`src/crs_pkg.sv`:
```
`timescale 1ns / 1ps

package crs_pkg;

    // input command codes
    localparam logic CMD_PUSH = 1'b0;
    localparam logic CMD_EVAL = 1'b1;

    // tension format, Q1.8
    localparam int             TENS_W     = 9;
    localparam int             TENS_FRAC  = 8;
    localparam logic [TENS_W-1:0] TENS_ONE   = 9'd256;
    localparam logic [TENS_W-1:0] TENS_RESET = 9'd128;

    // extra bits of the coefficient / accumulator words over a point, TENS_FRAC of them fraction bits
    localparam int ACC_GUARD = 14;

    // window fill
    localparam logic [2:0] FILL_FULL = 3'd4;

    typedef enum logic [4:0] {
        OP_IDLE,
        OP_MUL_DC,
        OP_WR_C,
        OP_MUL_DA,
        OP_WR_A,
        OP_MUL_DB,
        OP_WR_B,
        OP_MUL_AU,
        OP_ACC_PB,
        OP_MUL_3AU,
        OP_ACC_T2B,
        OP_MUL_PU,
        OP_ACC_PC,
        OP_MUL_TU,
        OP_ACC_TC,
        OP_ACC_PD,
        OP_OUT,
        OP_OUT_NULL
    } crs_op_t;

    typedef struct packed {
        logic    push;
        logic    load_u;
        logic    cfg_wr;
        crs_op_t op;
    } crs_cmd_t;

    typedef struct packed {
        logic out_free;
    } crs_sts_t;

    localparam int COEF_STEPS = 6;
    localparam int EVAL_STEPS = 10;
    localparam int STEP_W     = $clog2(EVAL_STEPS);
    localparam int COEF_IDX_W = $clog2(COEF_STEPS);

    // coefficient pass: c, a, b (multiply, then write)
    localparam crs_op_t COEF_SEQ [COEF_STEPS] = '{
        OP_MUL_DC, OP_WR_C,
        OP_MUL_DA, OP_WR_A,
        OP_MUL_DB, OP_WR_B
    };

    // Horner: p=au+b, t=3au+2b, p=pu+c, t=tu+c, p=pu+d
    localparam crs_op_t EVAL_SEQ [EVAL_STEPS] = '{
        OP_MUL_AU,  OP_ACC_PB,
        OP_MUL_3AU, OP_ACC_T2B,
        OP_MUL_PU,  OP_ACC_PC,
        OP_MUL_TU,  OP_ACC_TC,
        OP_MUL_PU,  OP_ACC_PD
    };

endpackage

```
`src/crs_ctrl.sv`:
```
`timescale 1ns / 1ps

module crs_ctrl
    import crs_pkg::*;
(
    input  logic     clk,
    input  logic     rst_n,
    input  logic     req_valid,
    input  logic     req_cmd,
    input  logic     cfg_valid,
    input  crs_sts_t sts,
    output logic     req_ready,
    output logic     cfg_ready,
    output crs_cmd_t cmd
);

    typedef enum logic [3:0] {
        ST_IDLE = 4'b0001,
        ST_COEF = 4'b0010,
        ST_EVAL = 4'b0100,
        ST_DONE = 4'b1000
    } crs_state_t;

    crs_state_t        state_reg, state_next;
    logic [STEP_W-1:0] step_reg, step_next;
    logic [2:0]        fill_reg, fill_next;
    logic              full;

    assign full = (fill_reg == FILL_FULL);

    always_comb begin
        state_next = state_reg;
        step_next  = step_reg;
        fill_next  = fill_reg;
        cmd.push   = 1'b0;
        cmd.load_u = 1'b0;
        cmd.cfg_wr = 1'b0;
        cmd.op     = OP_IDLE;
        req_ready  = 1'b0;
        cfg_ready  = 1'b0;
        case (state_reg)
            ST_IDLE: begin
                cfg_ready = 1'b1;
                req_ready = !cfg_valid;
                if (cfg_valid) begin
                    cmd.cfg_wr = 1'b1;
                    if (full) begin
                        state_next = ST_COEF;
                        step_next  = '0;
                    end
                end else if (req_valid) begin
                    if (req_cmd == CMD_PUSH) begin
                        cmd.push = 1'b1;
                        if (!full) begin
                            fill_next = fill_reg + 3'd1;
                        end
                        // window is full after this push
                        if (fill_reg >= FILL_FULL - 3'd1) begin
                            state_next = ST_COEF;
                            step_next  = '0;
                        end
                    end else begin
                        cmd.load_u = 1'b1;
                        step_next  = '0;
                        state_next = full ? ST_EVAL : ST_DONE;
                    end
                end
            end
            ST_COEF: begin
                cmd.op = COEF_SEQ[step_reg[COEF_IDX_W-1:0]];
                if (step_reg == STEP_W'(COEF_STEPS - 1)) begin
                    state_next = ST_IDLE;
                end else begin
                    step_next = step_reg + 1'b1;
                end
            end
            ST_EVAL: begin
                cmd.op = EVAL_SEQ[step_reg];
                if (step_reg == STEP_W'(EVAL_STEPS - 1)) begin
                    state_next = ST_DONE;
                end else begin
                    step_next = step_reg + 1'b1;
                end
            end
            ST_DONE: begin
                if (sts.out_free) begin
                    cmd.op     = full ? OP_OUT : OP_OUT_NULL;
                    state_next = ST_IDLE;
                end
            end
            default: begin
                state_next = ST_IDLE;
            end
        endcase
    end

    always_ff @(posedge clk or negedge rst_n) begin
        if (!rst_n) begin
            state_reg <= ST_IDLE;
            step_reg  <= '0;
            fill_reg  <= '0;
        end else begin
            state_reg <= state_next;
            step_reg  <= step_next;
            fill_reg  <= fill_next;
        end
    end

endmodule

```
`config.mk`:
```
export PLATFORM = sky130hd
export DESIGN_NAME = crs_ctrl
export DESIGN_NICKNAME = d
export VERILOG_FILES = /design/src/crs_pkg.sv /design/src/crs_ctrl.sv
export SDC_FILE = /design/constraint.sdc
export NUM_CORES = 1
export LEC_CHECK = 0
export ABC_AREA = 1
export BUFFER_PORTS_ARGS = -buffer_cell sky130_fd_sc_hd__clkbuf_2
export CORE_MARGIN = 3
export CORE_UTILIZATION = 55
export DETAILED_ROUTE_END_ITERATION = 10
export PLACE_DENSITY_LB_ADDON = 0.3
export REMOVE_ABC_BUFFERS = 1
export SYNTH_ARGS = -nofsm -noshare
export SYNTH_HDL_FRONTEND = slang
export SYNTH_SLANG_ARGS = --single-unit
```
`constraint.sdc`:
```
create_clock -name clk -period 1.7 [get_ports clk]
set_input_delay 0.34 -clock clk [delete_from_list [all_inputs] [get_ports clk]]
set_output_delay 0.34 -clock clk [all_outputs]
set_load 0.01 [all_outputs]
```
## After elaboration in Yosys (flattened, before gate mapping)

Memory sizes are Yosys's and may differ from the RTL's.
Index checks and enable logic that the tools add are counted.
Widths: inputs -> output; s select.

| word-level totals | value |
|---|---|
| register bits after elaboration | 11 |
| bits in latches | 0 |
| RAM bits | 0 |
| bits in read-only memories | 120 |
| input port bits | 6 |
| word-level logic and storage cells | 68 |
| memories kept | 2 |

| cells by class | value |
|---|---|
| add/subtract/negate cells | 2 |
| multiply operators | 0 |
| div/mod/pow operators | 0 |
| magnitude comparators | 3 |
| eq/ne operators | 15 |
| shifts and indexed selects | 0 |
| mux-type cells | 33 |
| bitwise operators | 5 |
| reductions and logical operators | 5 |

Memories:

| memory | words | width | read ports | clocked after Yosys merged registers in | wr ports | RTL line | RTL |
|---|---|---|---|---|---|---|---|
| (no name shown) | 16 | 5 | 1 | 0 | 0 | crs_ctrl.sv:78 | `cmd.op = EVAL_SEQ[step_reg];` |
| (no name shown) | 8 | 5 | 1 | 0 | 0 | crs_ctrl.sv:70 | `cmd.op = COEF_SEQ[step_reg[COEF_IDX_W-1:0]];` |

Operator list:

| cell | number |
|---|---|
| $mux 4 | 16 |
| $mux 5 | 5 |
| $pmux 4 s4 | 1 |
| $pmux 5 s3 | 1 |
| $pmux 4 s3 | 1 |
| $reduce_and 6->1 | 2 |
| $ne 2x2->1 const B | 5 |
| $eq 4x3->1 const B | 2 |
| $eq 4x4->1 const B | 2 |
| $mux 1 | 6 |
| $ne 3x3->1 const B | 2 |
| $ge 5x5->1 const B | 1 |
| $not 4->5 | 1 |
| $reduce_and 5->1 | 1 |
| $add 4x1->4 const B | 1 |
| $eq 4x1->1 const B | 1 |
| $eq 4x2->1 const B | 1 |
| $ge 4x4->1 const B | 1 |
| $mux 2 | 2 |
| $ne 4x4->1 const B | 1 |
| $not 3->4 | 1 |
| $add 3x1->3 const B | 1 |
| $eq 3x3->1 const B | 1 |
| $ge 3x2->1 const B | 1 |
| 4 further kinds | 6 |

## Logic depth before layout (Yosys ltp)

| depth | value |
|---|---|
| depth after elaboration | 6 |
| gate-level depth with buffers | 11 |

## Worst setup path after synthesis

No wires, ideal clock.

| timing path | value |
|---|---|
| kind | reg2out |
| start | register state_reg[0] |
| end | output cmd[0] in the netlist's numbering |
| arrival time | 1,159 ps |
| path slack | 201 ps |
| cell stages (with the launch flop) | 7 |
| cell sequence | dfstp_2 > nor2_2 > nand2_2 > buf_6 > a21oi_1 > a21oi_1 > o21ai_1 |

RTL lines:

| what | RTL line | RTL |
|---|---|---|
| start: declaration | crs_ctrl.sv:24 | `crs_state_t state_reg, state_next;` |
| start signal: assignment | crs_ctrl.sv:103 | `state_reg <= state_next;` |
| end: declaration | crs_ctrl.sv:14 | `output crs_cmd_t cmd` |

==> metrics.md <==
| Metric | Value |
|---|---|
| Worst Path Arrival | 1.53 ns |
| Gpl congestion | 0.870 |
| Remaining DRCs | 0 |
| CTS tree | yes |
| Cell Rows | 14 |
| Instance count of the mapped netlist | 134 |
| # clock sinks | 11 |
| NetSw | 0.000970 W |
| Fin area | 1420 um2 |
| IO Pins | 16 |
| Via count | 1,079 |
| Via density | 5.51 |
| Clk pwr share | 8.8% |
| Comb pwr share | 69.9% |
| Int Pwr | 0.00109 W |
| Root Buffer | clkbuf_4 |
| Fin. Hold Viols | 0 |
| Worst Path Required | 1.36 ns |
| Fin nets | 187 |
| Vias in the first global route | 1,038 |
| Min cycle time layout | 1.87 ns |
| Slew headroom | 81.1% |
| Area of the die | 2400 um2 |
| Post-DRT Antenna Nets | 0 |
| Leak | 0.754 nW |
| Avg Cell Area, Syn | 7.59 um2 |
| HP Class | input pin to flop |
| Setup crit end kind | output pin |
| Maximum VDD drop | 1.07 mV |
| Total GRT Usage | 23.5% |
| Initial antenna violation count | 0 |
| Dpl hpwl | 1700 um |
| Cts bufs inserted | 3 |
| Post-DP Area | 1130 um2 |
| Die W | 49.0 um |
| Multi-input gate area | 729 um2 |
| Die Ht | 49.0 um |
| Total of max-cap violations | 0 |
| Slew @ Worst Pin | 0.284 ns |
| Worst skew pair latency | 0.27 ns |
| Final global-route overflow total | 0 |
| Drt pass-1 iters | 4 |
| Critical Path Start Type | flop |
| Kind of critical path | flop to output pin |
| FF/Latch Area | 278 um2 |
| Ant diodes | 0 |
| Final period util | 110% |
| Worst Setup Slack, final | -0.166 ns |
| Cell Area, Synth | 1020 um2 |
| First-pass GRT wire length | 4470 um |
| CORE AREA | 1630 um2 |
| Seq/Total Area, Yosys | 27.2% |
| Seq pwr share | 21.2% |
| Yosys cell types | 23 |
| Crit path cell chain | inv_2 > nor2_2 > nand2_4 > a21oi_2 > a21oi_1 > o21ai_1 > clkbuf_2 |
| H-Tree Depth | 1 |
| Switching Share | 47.2% |
| Initial drt markers | 35 |
| Pwr dens | 1450 nW/um2 |
| Worst-path clk slew | 0.07 ns |
| Area Growth Syn to Fin | 39.6% |
| Port Buffers | 15 |
| WHS | 0.461 ns |
| Clk buf depth | 2 |
| Final WL | 3020 um |
| Failing checks | setup timing |
| CP max-delay cell | dfrtp_1 |
| Status | complete, but fails checks |
| Clock Skews | 0.00527 ns |
| Max-slew violations | 0 |
| Critical Path Fanout Max | 6 |
| Synthesis-stage register bit count | 11 |
| Unrepaired setup endpoints after global routing | yes |
| Fillers | 84 |
| Initial Util | 62.4% |
| Maximum clock frequency | 536 MHz |
| WL per Instance | 15.4 um |
| Critical path's largest stage delay | 0.43 ns |
| Syn. warnings | 0 |
| Setup violations, final | 11 |
| Largest net degree at the start of global routing | 12 |
| Pre-CTS setup slack | 0.0956 ns |
| Layout cell share with drive strength beyond 1 | 44.8% |
power by group through the flow:
stage	combinational [W]	clock, W	sequential, W
global route	0.00155	0.000196	0.000444
floorplan	0.000747	0	0.000415
finish	0.00144	0.000182	0.000437
CTS	0.00122	0.000181	0.000417
detailed placement	0.000952	0	0.000425
global placement	0.000918	0	0.000420
final cells by class:
class	count	share of cell area (%)
tap	24	2.11
sequential	11	19.6
clock inverter	1	0.352
clock buffer	3	1.59
timing repair buffer	35	19.7
multi-input combinational	102	51.4
inverter	20	5.29
cells by family after synthesis:
| group | count (synthesis) | share of synthesized area (%) |
|---|---|---|
| xor+xnor | 2 | 1.72 |
| compound gates | 17 | 8.86 |
| simple gates | 75 | 43.9 |
| fa+ha+maj | 8 | 9.84 |
| flops | 11 | 27.2 |
| buf+inv | 21 | 8.49 |
cell usage in the layout (no fill, tap or decap), types with 6 or more instances in the layout:
master,instances
buf_4,14
inv_1,13
nand2_1,27
inv_2,7
nor2_4,10
buf_6,8
clkbuf_2,7
nor2_1,10
nand3_1,11
dfrtp_1,9
ha_1,6
Yosys cell counts (all sizes together):
master / instances / area [um2]
nand2: 35 / 156
nor2: 26 / 206
inv: 20 / 75.1
nand3: 13 / 77.6
dfrtp: 10 / 250
o21ai: 9 / 45.0
ha: 8 / 100
a21oi: 5 / 25.0
xor2: 2 / 17.5
a21boi: 1 / 7.51
a31oi: 1 / 6.26
buf: 1 / 11.3
dfstp: 1 / 26.3
nand4: 1 / 6.26
o22ai: 1 / 6.26
metrics by stage:
stage                     utilization, %  TNS [ns]  power [W]  instances
after detailed placement            69.1         0    0.00138        174
after floorplan                        -         0    0.00116        133
after global placement              69.1         0    0.00134        174
after global routing                87.2     -1.82    0.00219        196
after CTS                           80.9    -0.380    0.00182        193
final                               87.2    -0.776    0.00206        196
path summary, 6_finish.rpt:
| check | from | to | slack, ns | depth (start not counted) |
|---|---|---|---|---|
| min | sts | state_reg[3] | 0.46 | 4 |
| min reg2reg | fill_reg[2] | fill_reg[2] | 0.56 | 2 |
| max reg2reg | step_reg[1] | state_reg[1] | -0.01 | 9 |
| max in group asynchronous | rst_n | state_reg[0] | 0.94 | 2 |
| min in group asynchronous | rst_n | step_reg[3] | 0.48 | 2 |
| max | state_reg[1] | cmd[0] | -0.17 | 7 |
metal layers:
layer | up-vias | global-route usage [%] | part of all wire (%)
li1 | 497 | - | -
met1 | 527 | 28.8 | 40
met2 | 47 | 41.9 | 55
met3 | 8 | 4.89 | 4.3
met4 | 0 | 5.21 | 1.3
met5 | - | 0 | 0
critical path: cells and delay by family (launching register included):
| kind | cells | cell delay (ns) |
|---|---|---|
| buf+inv | 2 | 0.25 |
| simple gates | 2 | 0.25 |
| compound gates | 3 | 0.32 |
| flops | 1 | 0.43 |
timing repair:
action,4_1_cts,5_1_grt
gates resized for setup,12,27
hold endpoints to repair,10,0
setup endpoints to repair,7,14
hold buffers,1,0
pin swaps,6,2
buffers inserted,14,3
(Power assumes the default switching activity.)
